[src/rtl/core/gtp_pkg.sv]
package gtp_pkg;

  // Field widths fixed by the interface.
  localparam int unsigned POSITION_WIDTH_DEFAULT = 24;
  localparam int unsigned HEAD_W    = 16;
  localparam int unsigned RANGE_W   = 10;
  localparam int unsigned RADIUS_W  = 16;
  localparam int unsigned SPEED_W   = 12;
  localparam int unsigned TURN_W    = 21;
  localparam int unsigned CFG_IDX_W = 3;

  // Register map of the configuration port.
  typedef enum logic [CFG_IDX_W-1:0] {
    REG_TARGET_X      = 3'd0,
    REG_TARGET_Y      = 3'd1,
    REG_ARRIVE_RADIUS = 3'd2,
    REG_WALL_DISTANCE = 3'd3,
    REG_MIN_SPEED     = 3'd4,
    REG_MAX_SPEED     = 3'd5
  } cfg_reg_e;

  localparam logic [RADIUS_W-1:0] RADIUS_RESET = 16'd512;
  localparam logic [RANGE_W-1:0]  WALL_RESET   = 10'd10;
  localparam logic [SPEED_W-1:0]  MIN_RESET    = 12'd640;
  localparam logic [SPEED_W-1:0]  MAX_RESET    = 12'd1280;

  // Angle datapath. Angles are carried in 1/256 mrad.
  localparam int unsigned CORDIC_STEPS   = 19;
  localparam int unsigned ANGLE_W        = 22;
  localparam int unsigned PRESCALE_SHIFT = 20;
  localparam int unsigned CORDIC_GUARD   = 3;
  localparam int unsigned BEARING_FRAC   = 8;
  localparam int unsigned BEARING_W      = ANGLE_W - BEARING_FRAC;
  localparam logic signed [ANGLE_W-1:0] HALF_PI_Q8   = 22'sd402124;
  localparam logic signed [ANGLE_W-1:0] BEARING_HALF = 22'sd128;

  localparam logic [17:0] ATAN_Q8 [CORDIC_STEPS] = '{
    18'd201062, 18'd118694, 18'd62715, 18'd31835, 18'd15979, 18'd7997, 18'd4000,
    18'd2000, 18'd1000, 18'd500, 18'd250, 18'd125, 18'd62, 18'd31, 18'd16,
    18'd8, 18'd4, 18'd2, 18'd1
  };

  // Output scaling: divide by five through a reciprocal multiply.
  localparam int unsigned ERR_W           = HEAD_W + 1;
  localparam int unsigned TURN_GAIN_SHIFT = 7;
  localparam int unsigned TURN_BIAS       = 2;
  localparam int unsigned SPEED_BIAS      = 10;
  localparam int unsigned DIV_W           = 32;
  localparam int unsigned PROD_W          = 2 * DIV_W;
  localparam int unsigned RECIP5_SHIFT    = 34;
  localparam int unsigned QUOT_W          = PROD_W - RECIP5_SHIFT;
  localparam logic [DIV_W-1:0] RECIP5     = 32'hCCCC_CCCD;

  typedef struct packed {
    logic [RADIUS_W-1:0] radius;
    logic [RANGE_W-1:0]  wall;
    logic [SPEED_W-1:0]  min_speed;
    logic [SPEED_W-1:0]  max_speed;
  } cfg_t;

  // Per-item side information that rides along the pipeline.
  typedef struct packed {
    logic              zero;
    logic              done;
    logic [HEAD_W-1:0] head;
  } side_t;

  function automatic int unsigned cordic_w(input int unsigned pw);
    return pw + 1 + PRESCALE_SHIFT + CORDIC_GUARD;
  endfunction

  function automatic logic [17:0] atan_q8(input int unsigned i);
    logic [17:0] r;
    r = '0;
    for (int unsigned k = 0; k < CORDIC_STEPS; k++) begin
      if (k == i) begin
        r = ATAN_Q8[k];
      end
    end
    return r;
  endfunction

endpackage

[src/rtl/core/gtp_front.sv]
module gtp_front #(
  parameter int unsigned POSITION_WIDTH = gtp_pkg::POSITION_WIDTH_DEFAULT,
  localparam int unsigned CW = gtp_pkg::cordic_w(POSITION_WIDTH)
) (
  input  logic                                clk_i,
  input  logic                                rst_ni,
  input  logic                                en_i,
  input  logic                                valid_i,
  input  logic signed [POSITION_WIDTH-1:0]    pos_x_i,
  input  logic signed [POSITION_WIDTH-1:0]    pos_y_i,
  input  logic signed [gtp_pkg::HEAD_W-1:0]   heading_mrad_i,
  input  logic [gtp_pkg::RANGE_W-1:0]         front_range_i,
  input  logic signed [POSITION_WIDTH-1:0]    target_x_i,
  input  logic signed [POSITION_WIDTH-1:0]    target_y_i,
  input  gtp_pkg::cfg_t                       cfg_i,
  output logic                                valid_o,
  output logic signed [CW-1:0]                x_o,
  output logic signed [CW-1:0]                y_o,
  output logic signed [gtp_pkg::ANGLE_W-1:0]  z_o,
  output logic [2*POSITION_WIDTH+1:0]         rad_o,
  output gtp_pkg::side_t                      side_o
);
  import gtp_pkg::*;

  localparam int unsigned PW   = POSITION_WIDTH;
  localparam int unsigned DW   = PW + 1;
  localparam int unsigned SqW  = 2 * PW + 1;
  localparam int unsigned SumW = 2 * PW + 2;
  localparam int unsigned RsqW = 2 * RADIUS_W;
  localparam int unsigned CmpW = (SumW > RsqW) ? SumW : RsqW;
  localparam int unsigned PadW = CW - (DW + 1) - PRESCALE_SHIFT;

  // Stage A: offsets to the target and the wall test.
  logic                 a_valid_q;
  logic signed [DW-1:0] a_dx_d, a_dy_d, a_dx_q, a_dy_q;
  side_t                a_side_d, a_side_q;

  assign a_dx_d = $signed({target_x_i[PW-1], target_x_i}) - $signed({pos_x_i[PW-1], pos_x_i});
  assign a_dy_d = $signed({target_y_i[PW-1], target_y_i}) - $signed({pos_y_i[PW-1], pos_y_i});

  always_comb begin
    a_side_d      = '0;
    a_side_d.done = front_range_i < cfg_i.wall;
    a_side_d.head = heading_mrad_i;
  end

  always_ff @(posedge clk_i or negedge rst_ni) begin
    if (!rst_ni) begin
      a_valid_q <= 1'b0;
    end else if (en_i) begin
      a_valid_q <= valid_i;
    end
  end

  always_ff @(posedge clk_i) begin
    if (en_i) begin
      a_dx_q   <= a_dx_d;
      a_dy_q   <= a_dy_d;
      a_side_q <= a_side_d;
    end
  end

  // Stage B: squares, radius squared and the quadrant fold into the right half plane.
  logic                      b_valid_q;
  logic signed [2*DW-1:0]    b_px, b_py;
  logic [SqW-1:0]            b_sqx_q, b_sqy_q;
  logic [RsqW-1:0]           b_rsq_q;
  logic signed [DW:0]        ex, ey, nx, ny, rot_x, rot_y;
  logic signed [ANGLE_W-1:0] b_z_d, b_z_q;
  logic signed [CW-1:0]      b_x_d, b_y_d, b_x_q, b_y_q;
  side_t                     b_side_d, b_side_q;

  assign b_px = a_dx_q * a_dx_q;
  assign b_py = a_dy_q * a_dy_q;

  always_comb begin
    ex = {a_dx_q[DW-1], a_dx_q};
    ey = {a_dy_q[DW-1], a_dy_q};
    nx = -ex;
    ny = -ey;
    if (a_dy_q[DW-1]) begin
      if (!a_dx_q[DW-1]) begin
        rot_x = ex;
        rot_y = ny;
        b_z_d = HALF_PI_Q8;
      end else begin
        rot_x = nx;
        rot_y = ey;
        b_z_d = -HALF_PI_Q8;
      end
    end else begin
      rot_x = ey;
      rot_y = ex;
      b_z_d = '0;
    end
    b_x_d = {{PadW{rot_x[DW]}}, rot_x, {PRESCALE_SHIFT{1'b0}}};
    b_y_d = {{PadW{rot_y[DW]}}, rot_y, {PRESCALE_SHIFT{1'b0}}};
    b_side_d      = a_side_q;
    b_side_d.zero = (a_dx_q == '0) && (a_dy_q == '0);
  end

  always_ff @(posedge clk_i or negedge rst_ni) begin
    if (!rst_ni) begin
      b_valid_q <= 1'b0;
    end else if (en_i) begin
      b_valid_q <= a_valid_q;
    end
  end

  always_ff @(posedge clk_i) begin
    if (en_i) begin
      b_sqx_q  <= b_px[SqW-1:0];
      b_sqy_q  <= b_py[SqW-1:0];
      b_rsq_q  <= cfg_i.radius * cfg_i.radius;
      b_x_q    <= b_x_d;
      b_y_q    <= b_y_d;
      b_z_q    <= b_z_d;
      b_side_q <= b_side_d;
    end
  end

  // Stage C: squared distance and the arrival test.
  logic                      c_valid_q;
  logic [SumW-1:0]           c_sum_d, c_sum_q;
  logic signed [CW-1:0]      c_x_q, c_y_q;
  logic signed [ANGLE_W-1:0] c_z_q;
  side_t                     c_side_d, c_side_q;

  always_comb begin
    c_sum_d       = SumW'(b_sqx_q) + SumW'(b_sqy_q);
    c_side_d      = b_side_q;
    c_side_d.done = b_side_q.done | (CmpW'(c_sum_d) < CmpW'(b_rsq_q));
  end

  always_ff @(posedge clk_i or negedge rst_ni) begin
    if (!rst_ni) begin
      c_valid_q <= 1'b0;
    end else if (en_i) begin
      c_valid_q <= b_valid_q;
    end
  end

  always_ff @(posedge clk_i) begin
    if (en_i) begin
      c_sum_q  <= c_sum_d;
      c_x_q    <= b_x_q;
      c_y_q    <= b_y_q;
      c_z_q    <= b_z_q;
      c_side_q <= c_side_d;
    end
  end

  assign valid_o = c_valid_q;
  assign x_o     = c_x_q;
  assign y_o     = c_y_q;
  assign z_o     = c_z_q;
  assign rad_o   = c_sum_q;
  assign side_o  = c_side_q;

endmodule

[config.mk]
export PLATFORM = sky130hd
export DESIGN_NAME = gtp_front
export DESIGN_NICKNAME = d
export VERILOG_FILES = /design/src/rtl/core/gtp_pkg.sv /design/src/rtl/core/gtp_front.sv
export SDC_FILE = /design/constraint.sdc
export NUM_CORES = 2
export LEC_CHECK = 0
export BUFFER_PORTS_ARGS = -buffer_cell sky130_fd_sc_hd__buf_2
export CORE_MARGIN = 5
export CORE_UTILIZATION = 55
export CTS_BUF_LIST = sky130_fd_sc_hd__clkbuf_4 sky130_fd_sc_hd__clkbuf_8 sky130_fd_sc_hd__clkbuf_16
export DETAILED_ROUTE_END_ITERATION = 12
export PLACE_DENSITY = 0.77
export SYNTH_ARGS = -nofsm -noshare
export SYNTH_HDL_FRONTEND = slang
export SYNTH_SLANG_ARGS = --single-unit
export TNS_END_PERCENT = 1
[constraint.sdc]
create_clock -name clk_i -period 16.3 [get_ports clk_i]
set_input_delay 0.815 -clock clk_i [delete_from_list [all_inputs] [get_ports clk_i]]
set_output_delay 0.815 -clock clk_i [all_outputs]
set_load 0.02 [all_outputs]
==> out/results.ini <==
[floorplanning]
die_y_um=358
die_area_sq_um=128000
die_w_um=358
io_pins=363
core_sq_um=120000
num_rows=127
initial_core_util=0.555

[routing]
wl_mm=167
wl_per_cell_um=19.9
via_count=45633
final_antenna_net_count=0
dr.first_iter.drc_count=3389
drt-pass1-iter-count=6
viasPerCell=5.43
drc=0

[cts]
worstSkewPairLatency_ns=0.64
path_clk_slew_ns=0.06
htree_levels=2
numCtsBuffers=42
cts_resized=0
clock-sinks=393
tritoncts=done
cts-root-buf=clkbuf_16
clockBufferDepth=3

[setup_path]
cp.buffers_inverters=8
endpoint_kind=register
cp_max_fo=30
crit_slowest_cell=edfxtp_1
cp_top_family=adder cells
critical_path_required_ns=16.63
critPathLaunch=a_dx_q[24]
cpMostUsedCell=fa_1
startpoint_type=register
criticalPathCategory=reg -> reg
critPathArrivalTime_ns=9.82
r2r_start=a_dx_q[24]
reg2reg_depth=26
r2r_slack_ns=6.81
r2r-end=b_sqx_q[48]
crit_path_max_incr_delay_ns=0.86

[min_path]
hp-start=heading_mrad_i[13]
hp-class=in -> reg
hold_end=a_side_q[13]
min_path_cells=1

[logic_synthesis]
ys_ff_latch=393
yosys_warnings=0
ys_types=85
synth-seq-area-share=0.177
synth_edf_count=390
avgSynthCellArea_sq_um=10.2
postSynthCellCount=6556
syn-cell-area_sq_um=66600
synthArstFlopShare=0.00763
synth_flop_cell=edfxtp_1

[timing]
hold_viol_final=0
slew_headroom=0.225
finalSetupViolCount=0
skew_ns=0.0602
min_period_ns=9.49
rsz0062_at_grt=no
fmax_ghz=0.105
tightest_slew_ns=1.15
maxSlewViolCount=0
fin_crit_sh=0.582
setup-tns-final_ns=0

[cells_and_area]
layout-drive-gt1-share=0.0713
nFillCells=9869
layout_commonest_cell=inv_1
area_growth_pct=6.67
nNetsFinal=8837
layout_common_cells=inv_1 (1710), fa_1 (1362), ha_1 (542)
final_util=0.592

[global_route]
antenna_found_initial=17
grt_overflow=0
grt_pass1_wl_mm=266
track_usage=0.268
grt_pass1_vias=49747
grt_max_degree=149

[place]
port_buffers=296
routabilityCongestion=0.940
hpwlAfterDp_mm=132

[run_status]
status=finished clean

[job]
maxCapViolCount=0

## layout make-up
| type | instances | area [sq um] | share of cell area |
|---|---|---|---|
| clock inverter | 29 | 340 | 0.00479 |
| inverter | 1727 | 6480 | 0.0912 |
| sequential | 393 | 11800 | 0.166 |
| tap | 1612 | 2020 | 0.0284 |
| multi-input combinational | 4233 | 47300 | 0.666 |
| antenna | 8 | 20.0 | 0.000282 |
| clock buffer | 46 | 1080 | 0.0152 |
| timing repair buffer | 360 | 1990 | 0.0280 |
## what timing repair did
item                                   4_1_cts  5_1_grt
endpoints found under the hold margin        3        0
hold buffers                                 1        0
buffers inserted                             0        0
## synthesized netlist by cell type (11+ instances only)
master | n | area [sq um]
fa_1 | 1362 | 27300
o31ai_1 | 14 | 105
ha_1 | 542 | 6780
inv_1 | 1710 | 6420
o21bai_1 | 28 | 210
xor2_1 | 79 | 692
nand3_1 | 35 | 175
buf_1 | 12 | 45.0
edfxtp_1 | 390 | 11700
nand2b_1 | 34 | 213
o21a_1 | 25 | 188
buf_4 | 63 | 473
xnor2_1 | 213 | 1870
o211ai_1 | 11 | 82.6
a21oi_1 | 243 | 1220
clkinv_1 | 16 | 60.1
nor2b_1 | 50 | 313
nand4_1 | 17 | 106
a31oi_1 | 19 | 119
or2_2 | 14 | 87.6
nand2_1 | 509 | 1910
a31o_2 | 11 | 96.3
nor3_1 | 41 | 205
o21ai_0 | 91 | 455
o21ai_1 | 12 | 60.1
a211oi_1 | 23 | 173
and2_1 | 236 | 1480
or3_1 | 11 | 68.8
clkbuf_1 | 167 | 627
a21o_1 | 116 | 871
and3_1 | 22 | 138
nor2_1 | 312 | 1170
## state kept, by name, summed over array words and instances (netlist names)
name and flops:
rad_o 50, b_sqx_q 48, b_sqy_q 48, b_rsq_q 31, b_x_q 26, b_y_q 26, x_o 26, y_o 26
a_dx_q 25, a_dy_q 25, b_side_q 18, side_o 18, a_side_q 17, b_z_q 3, z_o 3, a_valid_q 1
b_valid_q 1, valid_o 1
## per-layer routing
layer  routed length [um]  vias up  GRT usage
met5                   41        -          0
met2                79400     1849      0.441
met3                17200      380     0.0702
li1                     -    20221          -
met4                 6650        6     0.0894
met1                63600    23177      0.348
## kinds of logic (layout without fill, tap and decap cells)
group | after synthesis | in the layout | synth area share
buffers and inverters | 1971 | 2162 | 0.115
adder cells (fa/ha/maj) | 1904 | 1904 | 0.511
AND/OR/NAND/NOR | 1313 | 1313 | 0.0921
AO/OA/AOI/OAI | 671 | 671 | 0.0650
flip-flops | 393 | 393 | 0.177
XOR/XNOR | 292 | 292 | 0.0384
multiplexers | 11 | 11 | 0.00175
other | 1 | 50 | 0.0000563
## how the worst max path moves through the flow
stage,to,cells after the start,slack [ns]
after global routing,b_sqx_q[48],26,6.41
after CTS,b_sqx_q[48],28,6.95
after global placement,b_sqx_q[48],28,7.14
after floorplan,b_sqx_q[48],28,8.78
final,b_sqx_q[48],26,6.81
after detailed placement,b_sqx_q[48],26,7.00
## per-stage QoR
| stage | cell area (sq um) | cells | worst slack [ns] | hold WS (ns) |
|---|---|---|---|---|
| finish | 71100 | 8408 | 6.81 | 0.358 |
| global route | 71000 | 8401 | 6.41 | 0.334 |
| CTS | 71000 | 8400 | 6.95 | 0.327 |
| detailed placement | 69600 | 8324 | 7.00 | 0.405 |
| global placement | 69600 | 8324 | 7.14 | 0.400 |
| floorplan | 66800 | 6597 | 8.78 | 0.400 |
Power is not shown: default switching activity piles up to over one toggle a cycle in this logic, so the estimate is an artifact.
