==> src/rtl/core/gtp_pkg.sv <==
package gtp_pkg;

  // Field widths fixed by the interface.
  localparam int unsigned POSITION_WIDTH_DEFAULT = 24;
  localparam int unsigned HEAD_W    = 16;
  localparam int unsigned RANGE_W   = 10;
  localparam int unsigned RADIUS_W  = 16;
  localparam int unsigned SPEED_W   = 12;
  localparam int unsigned TURN_W    = 21;
  localparam int unsigned CFG_IDX_W = 3;

  // Register map of the configuration port.
  typedef enum logic [CFG_IDX_W-1:0] {
    REG_TARGET_X      = 3'd0,
    REG_TARGET_Y      = 3'd1,
    REG_ARRIVE_RADIUS = 3'd2,
    REG_WALL_DISTANCE = 3'd3,
    REG_MIN_SPEED     = 3'd4,
    REG_MAX_SPEED     = 3'd5
  } cfg_reg_e;

  localparam logic [RADIUS_W-1:0] RADIUS_RESET = 16'd512;
  localparam logic [RANGE_W-1:0]  WALL_RESET   = 10'd10;
  localparam logic [SPEED_W-1:0]  MIN_RESET    = 12'd640;
  localparam logic [SPEED_W-1:0]  MAX_RESET    = 12'd1280;

  // Angle datapath. Angles are carried in 1/256 mrad.
  localparam int unsigned CORDIC_STEPS   = 19;
  localparam int unsigned ANGLE_W        = 22;
  localparam int unsigned PRESCALE_SHIFT = 20;
  localparam int unsigned CORDIC_GUARD   = 3;
  localparam int unsigned BEARING_FRAC   = 8;
  localparam int unsigned BEARING_W      = ANGLE_W - BEARING_FRAC;
  localparam logic signed [ANGLE_W-1:0] HALF_PI_Q8   = 22'sd402124;
  localparam logic signed [ANGLE_W-1:0] BEARING_HALF = 22'sd128;

  localparam logic [17:0] ATAN_Q8 [CORDIC_STEPS] = '{
    18'd201062, 18'd118694, 18'd62715, 18'd31835, 18'd15979, 18'd7997, 18'd4000,
    18'd2000, 18'd1000, 18'd500, 18'd250, 18'd125, 18'd62, 18'd31, 18'd16,
    18'd8, 18'd4, 18'd2, 18'd1
  };

  // Output scaling: divide by five through a reciprocal multiply.
  localparam int unsigned ERR_W           = HEAD_W + 1;
  localparam int unsigned TURN_GAIN_SHIFT = 7;
  localparam int unsigned TURN_BIAS       = 2;
  localparam int unsigned SPEED_BIAS      = 10;
  localparam int unsigned DIV_W           = 32;
  localparam int unsigned PROD_W          = 2 * DIV_W;
  localparam int unsigned RECIP5_SHIFT    = 34;
  localparam int unsigned QUOT_W          = PROD_W - RECIP5_SHIFT;
  localparam logic [DIV_W-1:0] RECIP5     = 32'hCCCC_CCCD;

  typedef struct packed {
    logic [RADIUS_W-1:0] radius;
    logic [RANGE_W-1:0]  wall;
    logic [SPEED_W-1:0]  min_speed;
    logic [SPEED_W-1:0]  max_speed;
  } cfg_t;

  // Per-item side information that rides along the pipeline.
  typedef struct packed {
    logic              zero;
    logic              done;
    logic [HEAD_W-1:0] head;
  } side_t;

  function automatic int unsigned cordic_w(input int unsigned pw);
    return pw + 1 + PRESCALE_SHIFT + CORDIC_GUARD;
  endfunction

  function automatic logic [17:0] atan_q8(input int unsigned i);
    logic [17:0] r;
    r = '0;
    for (int unsigned k = 0; k < CORDIC_STEPS; k++) begin
      if (k == i) begin
        r = ATAN_Q8[k];
      end
    end
    return r;
  endfunction

endpackage

==> src/rtl/core/gtp_back.sv <==
module gtp_back #(
  parameter int unsigned POSITION_WIDTH = gtp_pkg::POSITION_WIDTH_DEFAULT
) (
  input  logic                                clk_i,
  input  logic                                rst_ni,
  input  logic                                en_i,
  input  logic                                valid_i,
  input  logic [POSITION_WIDTH:0]             dist_i,
  input  logic signed [gtp_pkg::ANGLE_W-1:0]  z_i,
  input  gtp_pkg::side_t                      side_i,
  input  gtp_pkg::cfg_t                       cfg_i,
  output logic                                valid_o,
  output logic [gtp_pkg::SPEED_W-1:0]         drive_speed_o,
  output logic signed [gtp_pkg::TURN_W-1:0]   turn_rate_o,
  output logic                                finished_o
);
  import gtp_pkg::*;

  localparam int unsigned NumW = POSITION_WIDTH + 2;
  localparam int unsigned MW   = POSITION_WIDTH;
  localparam int unsigned MagW = ERR_W + TURN_GAIN_SHIFT;

  // Stage P: rounded bearing, heading error and speed numerator.
  logic                        p_valid_q, p_done_q;
  logic signed [ANGLE_W-1:0]   z_round;
  logic signed [BEARING_W-1:0] bearing;
  logic signed [ERR_W-1:0]     p_err_d, p_err_q;
  logic [NumW-1:0]             spd_num;
  logic [MW-1:0]               p_m_q;

  always_comb begin
    z_round = z_i + BEARING_HALF;
    bearing = side_i.zero ? '0 : z_round[ANGLE_W-1:BEARING_FRAC];
    p_err_d = $signed({{(ERR_W-BEARING_W){bearing[BEARING_W-1]}}, bearing})
            - $signed({side_i.head[HEAD_W-1], side_i.head});
    spd_num = NumW'(dist_i) + NumW'(SPEED_BIAS);
  end

  // Stage Q: error magnitude scaled by 128 with the rounding bias.
  logic               q_valid_q, q_done_q, q_flip_q;
  logic [ERR_W-1:0]   mag;
  logic [MagW-1:0]    q_tn_d, q_tn_q;
  logic [MW-1:0]      q_m_q;

  always_comb begin
    mag    = p_err_q[ERR_W-1] ? ERR_W'(-p_err_q) : ERR_W'(p_err_q);
    q_tn_d = {mag, {TURN_GAIN_SHIFT{1'b0}}} + MagW'(TURN_BIAS);
  end

  // Stage R: both divisions by five.
  logic               r_valid_q, r_done_q, r_flip_q;
  logic [PROD_W-1:0]  prod_spd, prod_turn;
  logic [QUOT_W-1:0]  r_spd_q;
  logic [TURN_W-1:0]  r_turn_q;

  assign prod_spd  = PROD_W'(q_m_q) * PROD_W'(RECIP5);
  assign prod_turn = PROD_W'(q_tn_q) * PROD_W'(RECIP5);

  // Stage S: clamp (maximum applied last so it wins) and sign of the turn.
  logic [QUOT_W-1:0]  lo;
  logic [SPEED_W-1:0] s_spd_d;
  logic [TURN_W-1:0]  s_turn_d;

  always_comb begin
    lo       = (r_spd_q < QUOT_W'(cfg_i.min_speed)) ? QUOT_W'(cfg_i.min_speed) : r_spd_q;
    s_spd_d  = (lo > QUOT_W'(cfg_i.max_speed)) ? cfg_i.max_speed : lo[SPEED_W-1:0];
    s_turn_d = r_flip_q ? (-r_turn_q) : r_turn_q;
  end

  always_ff @(posedge clk_i or negedge rst_ni) begin
    if (!rst_ni) begin
      p_valid_q <= 1'b0;
      q_valid_q <= 1'b0;
      r_valid_q <= 1'b0;
      valid_o   <= 1'b0;
    end else if (en_i) begin
      p_valid_q <= valid_i;
      q_valid_q <= p_valid_q;
      r_valid_q <= q_valid_q;
      valid_o   <= r_valid_q;
    end
  end

  always_ff @(posedge clk_i) begin
    if (en_i) begin
      p_err_q       <= p_err_d;
      p_m_q         <= spd_num[NumW-1:2];
      p_done_q      <= side_i.done;
      q_tn_q        <= q_tn_d;
      q_m_q         <= p_m_q;
      q_flip_q      <= !p_err_q[ERR_W-1] && (p_err_q != '0);
      q_done_q      <= p_done_q;
      r_spd_q       <= prod_spd[PROD_W-1:RECIP5_SHIFT];
      r_turn_q      <= prod_turn[RECIP5_SHIFT +: TURN_W];
      r_flip_q      <= q_flip_q;
      r_done_q      <= q_done_q;
      drive_speed_o <= s_spd_d;
      turn_rate_o   <= s_turn_d;
      finished_o    <= r_done_q;
    end
  end

endmodule
==> config.mk <==
export PLATFORM = sky130hd
export DESIGN_NAME = gtp_back
export DESIGN_NICKNAME = d
export VERILOG_FILES = /design/src/rtl/core/gtp_pkg.sv /design/src/rtl/core/gtp_back.sv
export SDC_FILE = /design/constraint.sdc
export NUM_CORES = 1
export LEC_CHECK = 0
export ABC_AREA = 1
export BUFFER_PORTS_ARGS = -buffer_cell sky130_fd_sc_hd__buf_2
export CORE_MARGIN = 2
export CORE_UTILIZATION = 36
export CTS_BUF_LIST = sky130_fd_sc_hd__clkbuf_4
export CTS_CLUSTER_DIAMETER = 40
export CTS_CLUSTER_SIZE = 12
export DETAILED_ROUTE_END_ITERATION = 16
export PLACE_DENSITY = 0.55
export SLEW_MARGIN = 10
export SYNTH_ARGS = -nofsm -noshare
export SYNTH_HDL_FRONTEND = slang
export SYNTH_SLANG_ARGS = --single-unit
==> constraint.sdc <==
create_clock -name clk_i -period 7.5 [get_ports clk_i]
set_clock_uncertainty 0.05 [all_clocks]
set_input_delay 2.25 -clock clk_i [delete_from_list [all_inputs] [get_ports clk_i]]
set_output_delay 2.25 -clock clk_i [all_outputs]
set_load 0.05 [all_outputs]
==> run_summary.xml <==
<?xml version="1.0" encoding="UTF-8"?>
<metrics>
  <group name="synth">
    <metric name="synth_most_common_cell" unit="">inv_1</metric>
    <metric name="synth_nets" unit="">3917</metric>
    <metric name="netlist_top_cells_count" unit="">762 x inv_1, 496 x nand2_1, 438 x ha_1</metric>
    <metric name="ys_seq_area_frac" unit="">0.193</metric>
    <metric name="synth-seq-cells" unit="">168</metric>
    <metric name="synth-edff-count" unit="">164</metric>
    <metric name="netlist.area_leader.share" unit="">0.217</metric>
    <metric name="synthesis.instances" unit="">3079</metric>
    <metric name="yosys_warnings" unit="">0</metric>
    <metric name="syn_avg_cell_area" unit="um2">8.44</metric>
    <metric name="ys_async_sr_fraction" unit="">0.0238</metric>
    <metric name="synth_top_cell_by_area" unit="">fa_1</metric>
    <metric name="synth_flop_cell" unit="">edfxtp_1</metric>
    <metric name="netlist_top_cells_area" unit="">fa_1 22%, ha_1 21%, edfxtp_1 19%</metric>
    <metric name="syn_area" unit="mm2">0.0260</metric>
    <metric name="netlist_cell_types" unit="">47</metric>
  </group>
  <group name="global_route">
    <metric name="antenna_found_initial" unit="">1</metric>
    <metric name="track_usage" unit="">0.187</metric>
    <metric name="grt.overflow.total" unit="">0</metric>
    <metric name="first_global_vias" unit="">19600</metric>
    <metric name="grt_start_max_net_pins" unit="">82</metric>
    <metric name="grt_pass1_wl" unit="mm">107</metric>
  </group>
  <group name="clock_tree">
    <metric name="htree_levels" unit="">4</metric>
    <metric name="tritoncts_num_sinks" unit="">168</metric>
    <metric name="clock_tree.root_cell" unit="">clkbuf_4</metric>
    <metric name="clkSlewWorstSetupHoldPaths" unit="ns">0.17</metric>
    <metric name="postCtsResizedCells" unit="">0</metric>
    <metric name="cts_made_buffers" unit="">17</metric>
    <metric name="number_of_buffers_added_to_fix_hold_violations_after_cts" unit="">0</metric>
    <metric name="ctsLongestPathBuffers" unit="">2</metric>
    <metric name="worstSkewPairLatency" unit="ns">0.70</metric>
    <metric name="postCtsSetupRepairBufs" unit="">0</metric>
    <metric name="tritoncts" unit="">built</metric>
  </group>
  <group name="sta">
    <metric name="max_slew.worst_pin.slew" unit="ns">0.667</metric>
    <metric name="report.final.slew_viol_count" unit="">0</metric>
    <metric name="setup_total_negative_slack" unit="ns">0</metric>
    <metric name="timing.final.crit_period" unit="ns">6.53</metric>
    <metric name="hold_worst_slack" unit="ns">0.382</metric>
    <metric name="final.period_utilization" unit="">0.871</metric>
    <metric name="final-hold-violation-count" unit="">0</metric>
    <metric name="setup_viol" unit="">0</metric>
    <metric name="worst_slew_margin_rel" unit="">0.551</metric>
    <metric name="unrepaired_setup_endpoints_after_global_routing" unit="">false</metric>
    <metric name="fmax" unit="GHz">0.153</metric>
  </group>
  <group name="routing">
    <metric name="routed_wl" unit="mm">68.4</metric>
    <metric name="drc_violation_count_after_routing" unit="">0</metric>
    <metric name="post_drt_via_cell_ratio" unit="">4.69</metric>
    <metric name="wl_per_cell" unit="um">16.4</metric>
    <metric name="number_of_optimization_iterations_in_the_first_detailed_route_pass" unit="">5</metric>
    <metric name="detailroute.via_count" unit="">19600</metric>
    <metric name="ant_nets" unit="">0</metric>
    <metric name="drt_iter0_markers" unit="">1079</metric>
  </group>
  <group name="die">
    <metric name="fp-row-count" unit="">98</metric>
    <metric name="core-area" unit="mm2">0.0715</metric>
    <metric name="die_outline_width" unit="um">273</metric>
    <metric name="die_h" unit="um">273</metric>
    <metric name="initial_utilization" unit="">0.363</metric>
    <metric name="floorplan.io_pins" unit="">154</metric>
    <metric name="die_area" unit="mm2">0.0743</metric>
  </group>
  <group name="placed_design">
    <metric name="detailed_placement_hpwl" unit="mm">61.5</metric>
    <metric name="gp_congestion" unit="">0.980</metric>
    <metric name="io_buffer_count" unit="">119</metric>
  </group>
  <group name="layout">
    <metric name="area_growth" unit="%">7.85</metric>
    <metric name="fillerInstances" unit="">7427</metric>
    <metric name="final_nets" unit="">4047</metric>
    <metric name="fraction_of_final_layout_cells_sized_beyond_drive_strength_1" unit="">0.0605</metric>
  </group>
  <group name="worst_setup_path">
    <metric name="criticalPathCategory" unit="">flop to flop</metric>
    <metric name="cp.required" unit="ns">7.91</metric>
    <metric name="timing.critical_path.from_type" unit="">flop</metric>
    <metric name="critPathMaxFanout" unit="">3</metric>
    <metric name="reg2reg_from" unit="">q_m_q[10]</metric>
    <metric name="crit_start" unit="">q_m_q[10]</metric>
    <metric name="worstSetupEndpointType" unit="">flop</metric>
    <metric name="worst-endpoint-arrival" unit="ns">6.95</metric>
  </group>
  <group name="hold_path">
    <metric name="min_from" unit="">p_m_q[19]</metric>
    <metric name="hold_path.class" unit="">flop to flop</metric>
  </group>
  <group name="run_status">
    <metric name="run_status" unit="">finished, final reports clean</metric>
  </group>
  <group name="flow_run">
    <metric name="drv_cap" unit="">0</metric>
  </group>
</metrics>
-- critical path, stage by stage (launching register included) --
cell,delay (ns)
edfxtp_1,0.54
ha_1,0.34
fa_1,0.60
fa_1,0.65
inv_1,0.13
fa_1,0.62
fa_1,0.59
inv_1,0.07
fa_1,0.53
inv_1,0.06
fa_1,0.55
inv_1,0.08
ha_1,0.21
a21oi_1,0.29
o21ai_0,0.27
a21oi_1,0.26
nor2_1,0.09
o21bai_1,0.20
nand3_1,0.09
nand2_1,0.07
nand2_1,0.04
-- area by class of cell --
class                      count  area (um2)  share of cell area
multi-input combinational   2137       18000               0.644
inverter                     764        2870               0.102
antenna                        1        2.50           0.0000893
clock buffer                  17         128             0.00455
sequential                   168        5020               0.179
tap                          950        1190              0.0424
timing repair buffer         121         619              0.0221
clock inverter                15         155             0.00554
-- kinds of logic (layout without fill, tap and decap cells) --
kind of cell / after synthesis / in the layout / share of synthesized area
AOI/OAI and AO/OA: 371 / 371 / 0.0797
DFF: 168 / 168 / 0.193
xor gates and xnor gates: 90 / 90 / 0.0306
buffers and inverters: 774 / 917 / 0.112
other: 0 / 1 / 0
adders and majority gates: 719 / 719 / 0.427
and+or+nand+nor: 957 / 957 / 0.156
-- sequential cells by signal (all words and copies together), names as in the netlist, 12 cells and up --
| name | count |
|---|---|
| q_m_q | 24 |
| turn_rate_o | 21 |
| p_err_q | 17 |
| drive_speed_o | 12 |
| q_tn_q | 17 |
| r_turn_q | 21 |
| p_m_q | 24 |
| r_spd_q | 22 |
-- stage by stage --
| step | cell area [um2] | instances | util | setup WS (ns) |
|---|---|---|---|---|
| 2_1_floorplan | 26000 | 3079 | - | 1.83 |
| 3_3_place_gp | 27700 | 4140 | 0.388 | 1.04 |
| 3_5_place_dp | 27700 | 4140 | 0.388 | 1.03 |
| 4_1_cts | 28000 | 4172 | 0.392 | 1.00 |
| 5_1_grt | 28000 | 4173 | 0.392 | 0.664 |
| 6_report | 28000 | 4173 | 0.392 | 0.968 |
-- path summary, 6_finish.rpt --
kind / endpoint / slack (ns) / cells past startpoint
hold reg to reg: q_m_q[19] / 0.38 / 0
setup reg to reg: r_spd_q[16] / 0.97 / 20
min in group asynchronous: p_valid_q / 1.26 / 1
max in group asynchronous: r_valid_q / 6.01 / 1
hold / removal: q_m_q[19] / 0.38 / 0
setup / recovery: r_spd_q[16] / 0.97 / 20
-- metal layers --
| metal | global-route usage | vias to the layer above | wire length, um |
|---|---|---|---|
| li1 | - | 10000 | - |
| met1 | 0.262 | 9134 | 33200 |
| met2 | 0.307 | 354 | 31400 |
| met3 | 0.0184 | 65 | 2330 |
| met4 | 0.0512 | 0 | 1440 |
| met5 | 0 | - | 0 |
-- cell usage in the layout, fill, tap and decap left out, types with 28 or more instances in the layout --
cell and n:
inv_1 762, ha_1 438, nand3_1 91, buf_2 118
fa_1 281, xnor2_1 28, nor3_1 29, a21oi_1 178
o21ai_0 107, nand2_1 496, nand4_1 49, nor2_1 238
edfxtp_1 164, xor2_1 61
Power is left out: the tool's default activity adds up to more than one toggle a clock period on the data nets, which glitch-free logic cannot reach.
