===== src/rtl/core/gtp_pkg.sv =====
package gtp_pkg;

  // Field widths fixed by the interface.
  localparam int unsigned POSITION_WIDTH_DEFAULT = 24;
  localparam int unsigned HEAD_W    = 16;
  localparam int unsigned RANGE_W   = 10;
  localparam int unsigned RADIUS_W  = 16;
  localparam int unsigned SPEED_W   = 12;
  localparam int unsigned TURN_W    = 21;
  localparam int unsigned CFG_IDX_W = 3;

  // Register map of the configuration port.
  typedef enum logic [CFG_IDX_W-1:0] {
    REG_TARGET_X      = 3'd0,
    REG_TARGET_Y      = 3'd1,
    REG_ARRIVE_RADIUS = 3'd2,
    REG_WALL_DISTANCE = 3'd3,
    REG_MIN_SPEED     = 3'd4,
    REG_MAX_SPEED     = 3'd5
  } cfg_reg_e;

  localparam logic [RADIUS_W-1:0] RADIUS_RESET = 16'd512;
  localparam logic [RANGE_W-1:0]  WALL_RESET   = 10'd10;
  localparam logic [SPEED_W-1:0]  MIN_RESET    = 12'd640;
  localparam logic [SPEED_W-1:0]  MAX_RESET    = 12'd1280;

  // Angle datapath. Angles are carried in 1/256 mrad.
  localparam int unsigned CORDIC_STEPS   = 19;
  localparam int unsigned ANGLE_W        = 22;
  localparam int unsigned PRESCALE_SHIFT = 20;
  localparam int unsigned CORDIC_GUARD   = 3;
  localparam int unsigned BEARING_FRAC   = 8;
  localparam int unsigned BEARING_W      = ANGLE_W - BEARING_FRAC;
  localparam logic signed [ANGLE_W-1:0] HALF_PI_Q8   = 22'sd402124;
  localparam logic signed [ANGLE_W-1:0] BEARING_HALF = 22'sd128;

  localparam logic [17:0] ATAN_Q8 [CORDIC_STEPS] = '{
    18'd201062, 18'd118694, 18'd62715, 18'd31835, 18'd15979, 18'd7997, 18'd4000,
    18'd2000, 18'd1000, 18'd500, 18'd250, 18'd125, 18'd62, 18'd31, 18'd16,
    18'd8, 18'd4, 18'd2, 18'd1
  };

  // Output scaling: divide by five through a reciprocal multiply.
  localparam int unsigned ERR_W           = HEAD_W + 1;
  localparam int unsigned TURN_GAIN_SHIFT = 7;
  localparam int unsigned TURN_BIAS       = 2;
  localparam int unsigned SPEED_BIAS      = 10;
  localparam int unsigned DIV_W           = 32;
  localparam int unsigned PROD_W          = 2 * DIV_W;
  localparam int unsigned RECIP5_SHIFT    = 34;
  localparam int unsigned QUOT_W          = PROD_W - RECIP5_SHIFT;
  localparam logic [DIV_W-1:0] RECIP5     = 32'hCCCC_CCCD;

  typedef struct packed {
    logic [RADIUS_W-1:0] radius;
    logic [RANGE_W-1:0]  wall;
    logic [SPEED_W-1:0]  min_speed;
    logic [SPEED_W-1:0]  max_speed;
  } cfg_t;

  // Per-item side information that rides along the pipeline.
  typedef struct packed {
    logic              zero;
    logic              done;
    logic [HEAD_W-1:0] head;
  } side_t;

  function automatic int unsigned cordic_w(input int unsigned pw);
    return pw + 1 + PRESCALE_SHIFT + CORDIC_GUARD;
  endfunction

  function automatic logic [17:0] atan_q8(input int unsigned i);
    logic [17:0] r;
    r = '0;
    for (int unsigned k = 0; k < CORDIC_STEPS; k++) begin
      if (k == i) begin
        r = ATAN_Q8[k];
      end
    end
    return r;
  endfunction

endpackage


===== src/rtl/core/gtp_cell.sv =====
module gtp_cell #(
  parameter int unsigned POSITION_WIDTH = gtp_pkg::POSITION_WIDTH_DEFAULT,
  parameter int unsigned IDX = 0,
  localparam int unsigned CW = gtp_pkg::cordic_w(POSITION_WIDTH)
) (
  input  logic                                clk_i,
  input  logic                                rst_ni,
  input  logic                                en_i,
  input  logic                                valid_i,
  input  logic signed [CW-1:0]                x_i,
  input  logic signed [CW-1:0]                y_i,
  input  logic signed [gtp_pkg::ANGLE_W-1:0]  z_i,
  input  logic [2*POSITION_WIDTH+1:0]         rad_i,
  input  logic [POSITION_WIDTH+2:0]           rem_i,
  input  logic [POSITION_WIDTH:0]             root_i,
  input  gtp_pkg::side_t                      side_i,
  output logic                                valid_o,
  output logic signed [CW-1:0]                x_o,
  output logic signed [CW-1:0]                y_o,
  output logic signed [gtp_pkg::ANGLE_W-1:0]  z_o,
  output logic [2*POSITION_WIDTH+1:0]         rad_o,
  output logic [POSITION_WIDTH+2:0]           rem_o,
  output logic [POSITION_WIDTH:0]             root_o,
  output gtp_pkg::side_t                      side_o
);
  import gtp_pkg::*;

  localparam int unsigned RadW  = 2 * POSITION_WIDTH + 2;
  localparam int unsigned RemW  = POSITION_WIDTH + 3;
  localparam int unsigned RootW = POSITION_WIDTH + 1;
  localparam bit DoCordic = IDX < CORDIC_STEPS;
  localparam bit DoRoot   = IDX < RootW;
  localparam logic signed [ANGLE_W-1:0] AtanZ = ANGLE_W'(atan_q8(IDX));

  logic signed [CW-1:0]      xs, ys, x_d, y_d;
  logic signed [ANGLE_W-1:0] z_d;
  logic [RemW-1:0]           rem_t, trial, rem_d;
  logic [RootW-1:0]          root_d;
  logic [RadW-1:0]           rad_d;
  logic                      ge;

  // One CORDIC vectoring micro-rotation: drive y toward zero.
  always_comb begin
    xs = x_i >>> IDX;
    ys = y_i >>> IDX;
    if (DoCordic) begin
      if (!y_i[CW-1] && (y_i != '0)) begin
        x_d = x_i + ys;
        y_d = y_i - xs;
        z_d = z_i + AtanZ;
      end else begin
        x_d = x_i - ys;
        y_d = y_i + xs;
        z_d = z_i - AtanZ;
      end
    end else begin
      x_d = x_i;
      y_d = y_i;
      z_d = z_i;
    end
  end

  // One restoring square-root digit: bring down two radicand bits, try root*4+1.
  always_comb begin
    rem_t = {rem_i[RootW-1:0], rad_i[RadW-1 -: 2]};
    trial = {root_i, 2'b01};
    ge    = rem_t >= trial;
    if (DoRoot) begin
      rem_d  = ge ? (rem_t - trial) : rem_t;
      root_d = {root_i[RootW-2:0], ge};
      rad_d  = {rad_i[RadW-3:0], 2'b00};
    end else begin
      rem_d  = rem_i;
      root_d = root_i;
      rad_d  = rad_i;
    end
  end

  always_ff @(posedge clk_i or negedge rst_ni) begin
    if (!rst_ni) begin
      valid_o <= 1'b0;
    end else if (en_i) begin
      valid_o <= valid_i;
    end
  end

  always_ff @(posedge clk_i) begin
    if (en_i) begin
      x_o    <= x_d;
      y_o    <= y_d;
      z_o    <= z_d;
      rad_o  <= rad_d;
      rem_o  <= rem_d;
      root_o <= root_d;
      side_o <= side_i;
    end
  end

endmodule


===== config.mk =====
export PLATFORM = sky130hd
export DESIGN_NAME = gtp_cell
export DESIGN_NICKNAME = d
export VERILOG_FILES = /design/src/rtl/core/gtp_pkg.sv /design/src/rtl/core/gtp_cell.sv
export SDC_FILE = /design/constraint.sdc
export NUM_CORES = 1
export LEC_CHECK = 0
export ABC_AREA = 1
export BUFFER_PORTS_ARGS = -buffer_cell sky130_fd_sc_hd__buf_4
export CAP_MARGIN = 20
export CORE_MARGIN = 2
export CORE_UTILIZATION = 55
export DETAILED_ROUTE_END_ITERATION = 12
export PLACE_DENSITY = 0.76
export SLEW_MARGIN = 10
export SYNTH_ARGS = -nofsm -noshare
export SYNTH_HDL_FRONTEND = slang
export SYNTH_SLANG_ARGS = --single-unit

===== constraint.sdc =====
create_clock -name clk_i -period 1 [get_ports clk_i]
set_clock_uncertainty 0.1 [all_clocks]
set_input_delay 0.2 -clock clk_i [delete_from_list [all_inputs] [get_ports clk_i]]
set_output_delay 0.2 -clock clk_i [all_outputs]
set_load 0.01 [all_outputs]

==> results.sh, run 1 <==
export IMPL_hpwl_mm=89.8
export IMPL_die_width_um=209
export IMPL_clock_sinks=236
export IMPL_num_io_pins=481
export IMPL_grt_use_total_pct=93.9
export IMPL_grt_pass1_vias=45500
export IMPL_yosysSeqAreaShare_pct=30.6
export IMPL_synth_area_per_cell_um2=6.49
export IMPL_synth_ff_type="edfxtp_1"
export IMPL_failed_stage="global routing"
export IMPL_grt_max_degree=61
export IMPL_cts_root_buffer="clkbuf_16"
export IMPL_cts_path_max_buffers=3
export IMPL_grt_first_pass_wirelength_mm=316
export IMPL_status="aborted with a tool error"
export IMPL_dp_cells=5161
export IMPL_fp_row_count=75
export IMPL_fp_dieH_um=209
export IMPL_grt_ovfl_total=1850
export IMPL_yosysWarnings=0
export IMPL_placed_area_um2=35000
export IMPL_h_tree_depth=1
export IMPL_ys_ff_latch=236
export IMPL_async_reset_ff_share_pct=0.424
export IMPL_synth_cell_type_count=50
export IMPL_postSynthCellCount=3573
export IMPL_netlist_area_um2=23200
export IMPL_initial_core_util_pct=55.5
export IMPL_gp_congestion=1.13
export IMPL_io_buffer_count=476
export IMPL_tool_error="[ERROR GRT-0116] Global routing finished with congestion. Check the congestion regions in the DRC Viewer."
export IMPL_cts_buffers=29
export IMPL_synth_edf_count=235
[metal layers]
layer | track usage (%) | overflow
met1 | 88.2 | 48
met2 | 112 | 1258
met3 | 78.8 | 67
met4 | 101 | 464
met5 | 60.1 | 13
[metrics by stage]
step | setup TNS (ns) | utilization (%) | worst slack, ns | hold WS [ns]
3_5_place_dp | -248.70 | 83.9 | -2.14 | -0.124
4_1_cts | -269.04 | 95.6 | -1.18 | -0.0560
3_3_place_gp | -239.80 | 83.9 | -2.08 | -0.125
2_1_floorplan | -118.58 | - | -1.50 | -0.196
[cell usage after synthesis, types with 6 or more instances]
| master | n | area [um^2] |
|---|---|---|
| a21oi_1 | 153 | 766 |
| buf_2 | 23 | 115 |
| buf_4 | 36 | 270 |
| clkbuf_1 | 10 | 37.5 |
| edfxtp_1 | 235 | 7060 |
| ha_1 | 187 | 2340 |
| inv_1 | 648 | 2430 |
| inv_2 | 16 | 60.1 |
| nand2_1 | 1266 | 4750 |
| nand2_2 | 9 | 56.3 |
| nand3_1 | 276 | 1380 |
| nand4_1 | 71 | 444 |
| nor2_1 | 310 | 1160 |
| nor2_2 | 18 | 113 |
| nor3_1 | 15 | 75.1 |
| o21a_1 | 6 | 45.0 |
| o21ai_0 | 92 | 460 |
| o21ai_1 | 33 | 165 |
| o21bai_1 | 22 | 165 |
| or2_2 | 6 | 37.5 |
| xnor2_1 | 10 | 87.6 |
| xor2_1 | 65 | 569 |
[what timing repair did]
action                                  in CTS
endpoints found under the setup margin     379
hold buffers                               121
buffers inserted                            99
gates resized for setup                    475
endpoints found under the hold margin      130
cloned                                       7
pin swaps                                  198
[cells by family after synthesis]
family                   Yosys count  share of synthesized area, %
AND/OR/NAND/NOR                 1998                          35.5
buffers and inverters            741                          12.8
AO/OA/AOI/OAI                    330                          7.72
flip-flops                       236                          30.6
adder cells (fa/ha/maj)          191                          10.4
XOR/XNOR                          75                          2.83
other                              1                        0.0162
multiplexers                       1                        0.0486
==> inputs of run 2 (changes only) <==
--- a/config.mk
+++ b/config.mk
@@ -9,9 +9,9 @@
 export BUFFER_PORTS_ARGS = -buffer_cell sky130_fd_sc_hd__buf_4
 export CAP_MARGIN = 20
 export CORE_MARGIN = 2
-export CORE_UTILIZATION = 55
+export CORE_UTILIZATION = 40
 export DETAILED_ROUTE_END_ITERATION = 12
-export PLACE_DENSITY = 0.76
+export PLACE_DENSITY_LB_ADDON = 0.15
 export SLEW_MARGIN = 10
 export SYNTH_ARGS = -nofsm -noshare
 export SYNTH_HDL_FRONTEND = slang
==> run 2 against run 1 <==
Against the previous run:
- the flow now finishes, with violations (hold timing, setup timing)
- area after synthesis did not move
- synthesized cell count did not move
==> results.sh, run 2 <==
export IMPL_status="finished, violations left"
export IMPL_violations="hold timing, setup timing"
export IMPL_drt_pre_antenna_iters=6
export IMPL_cts_path_max_buffers=3
export IMPL_antenna_found_initial=1
export IMPL_crit_path_frequent_cell="nand2_4"
export IMPL_synth_most_common_cell="nand2_1"
export IMPL_synth_top_cell_by_area="edfxtp_1"
export IMPL_num_io_pins=481
export IMPL_core_area_um2=57500
export IMPL_h_tree_depth=1
export IMPL_gp_congestion=0.984
export IMPL_p_per_area_nw_per_um2=1100
export IMPL_vias_per_cell=5.04
export IMPL_placed_area_um2=35600
export IMPL_slew_viol_final=0
export IMPL_syn_to_final_growth_pct=80.6
export IMPL_wl_per_cell_um=19.2
export IMPL_clk_latency_ns=0.58
export IMPL_grt_first_pass_wirelength_mm=158
export IMPL_yosysSeqAreaShare_pct=30.6
export IMPL_min_path_type="in2reg"
export IMPL_grt_pass1_vias=27500
export IMPL_setup_viol=381
export IMPL_fmax_mhz=446
export IMPL_cts_tree="built"
export IMPL_async_reset_ff_share_pct=0.424
export IMPL_fillers=4603
export IMPL_fp_dieH_um=245
export IMPL_hpwl_mm=85.8
export IMPL_fin_crit_ns=2.24
export IMPL_synthTopCellsByArea="edfxtp_1 30%, nand2_1 21%, inv_1 10%"
export IMPL_yosysWarnings=0
export IMPL_drc_errors=0
export IMPL_ant_nets=0
export IMPL_final_area_um2=41900
export IMPL_ctsHoldBuffers=124
export IMPL_grt_setup_unrepaired="yes"
export IMPL_holdWs_ns=-0.0646
export IMPL_worst_path_max_fanout=6
export IMPL_initial_core_util_pct=40.3
export IMPL_tightest_slew_ns=0.501
export IMPL_slowest_delay_ns=0.22
export IMPL_synth_cell_type_count=50
export IMPL_crit_chain="buf_4 -> inv_2 -> nand4_1 -> nor2_1 -> nand2_2 -> nor2_2 -> buf_6 -> nand2_8 -> nand2_8 -> buf_12 -> ha_4 -> a21oi_4 -> nand2_4 -> nand2_4 -> nand2_4 -> a21oi_4 -> o21bai_1 -> xor2_1"
export IMPL_worstSetupStartpointType="input pin"
export IMPL_synth_top_cell_area_share_pct=30.5
export IMPL_io_buffer_count=476
export IMPL_synth_ff_type="edfxtp_1"
export IMPL_dp_cells=5419
export IMPL_rrSetupSlack_ns=0.15
export IMPL_dieArea_um2=59900
export IMPL_die_width_um=245
export IMPL_nNetsFinal=5345
export IMPL_setup_slack_ns=-1.24
export IMPL_vias=28700
export IMPL_drv_cap=0
export IMPL_timing_final_crit_share_pct=224
export IMPL_slowest_stage="ha_4"
export IMPL_final_cell_mix="1,102 x buf_4, 912 x nand2_1, 469 x inv_1"
export IMPL_dr_first_iter_drc_count=2053
export IMPL_critPathRequiredTime_ns=1.23
export IMPL_endpoint_kind="register"
export IMPL_p_leak_nw=20.8
export IMPL_drive_gt1_share_pct=48.2
export IMPL_final_common_cell="buf_4"
export IMPL_cts_buffers=28
export IMPL_synthTopCellsByCount="1,266 x nand2_1, 648 x inv_1, 310 x nor2_1"
export IMPL_grt_max_degree=35
export IMPL_finalPower_mw=46.1
export IMPL_clock_sinks=236
export IMPL_worstSetupPathType="in2reg"
export IMPL_drt_wl_total_mm=109
export IMPL_cts_root_buffer="clkbuf_16"
export IMPL_top_regs="rad_o x48, y_o x48, x_o x47"
export IMPL_ir_drop_mv=1.22
export IMPL_relSlewSlack_pct=66.4
export IMPL_cts_reportedPaths_clkPinSlew_ns=0.06
export IMPL_ys_ff_latch=236
export IMPL_finalNonFillerCells=5698
export IMPL_pre_cts_ws_ns=-2.27
export IMPL_hold_viol=15
export IMPL_fp_row_count=88
export IMPL_grt_use_total_pct=34.3
export IMPL_grt_ovfl_total=0
export IMPL_netlist_area_um2=23200
export IMPL_synth_edf_count=235
export IMPL_synth_area_per_cell_um2=6.49
export IMPL_postSynthCellCount=3573
export IMPL_critPathArrivalTime_ns=2.47
[run 2: worst paths after layout]
kind                            startpoint  endpoint  cells past startpoint
worst max register to register     valid_o   valid_o                      1
max in group asynchronous           rst_ni   valid_o                      3
min in group asynchronous           rst_ni   valid_o                      3
worst max-delay path               y_i[11]   z_o[15]                     18
worst min register to register     valid_o   valid_o                      1
worst min-delay path                z_i[2]    z_o[2]                      2
[run 2: kinds of logic after synthesis]
family | after synthesis | share of synthesized area, %
muxes | 1 | 0.0486
buffers and inverters | 741 | 12.8
DFF | 236 | 30.6
and+or+nand+nor | 1998 | 35.5
AOI/OAI and AO/OA | 330 | 7.72
adders and majority gates | 191 | 10.4
xor gates and xnor gates | 75 | 2.83
other | 1 | 0.0162
[run 2: final cells by class]
type                       count  area (um^2)  area share [%]
timing repair inverter         1         8.76          0.0209
inverter                     666         2800            6.70
multi-input combinational   2598        18300            43.7
tap                          765          957            2.29
clock buffer                  32          737            1.76
clock inverter                17          145           0.347
timing repair buffer        1381        11800            28.3
antenna                        2         5.00          0.0120
sequential                   236         7080            16.9
[run 2: critical path: cells and delay by family]
family          cells  cell delay, ns
simple gates        9            1.02
buf+inv             4            0.47
compound gates      3            0.39
fa+ha+maj           1            0.22
xor+xnor            1            0.14
[run 2: stage by stage]
stage / TNS [ns] / util (%)
final: -210.53 / 72.8
after global routing: -227.73 / 72.8
after CTS: -206.14 / 68.2
after detailed placement: -250.36 / 62.0
after global placement: -248.56 / 62.0
after floorplan: -118.58 / -
[run 2: per-layer routing]
layer	global-route usage [%]	up-vias	share of wire, %
met2	58.8	1195	47
met1	43.9	13400	41
met5	0	-	0
met3	4.14	261	6.9
li1	-	13900	-
met4	13.6	0	5.0
[run 2: power breakdown]
part	switching, mW	internal, mW
clock	4.58	5.58
combinational	12.5	10.5
sequential	0.534	12.4
total	17.6	28.5
[run 2: timing repair]
action,CTS,global route
pin swaps,87,279
gates cloned,4,9
hold endpoints to repair,145,15
gates resized for setup,277,552
buffers inserted,29,65
setup endpoints to repair,379,381
Power figures use the tool's default switching activity.
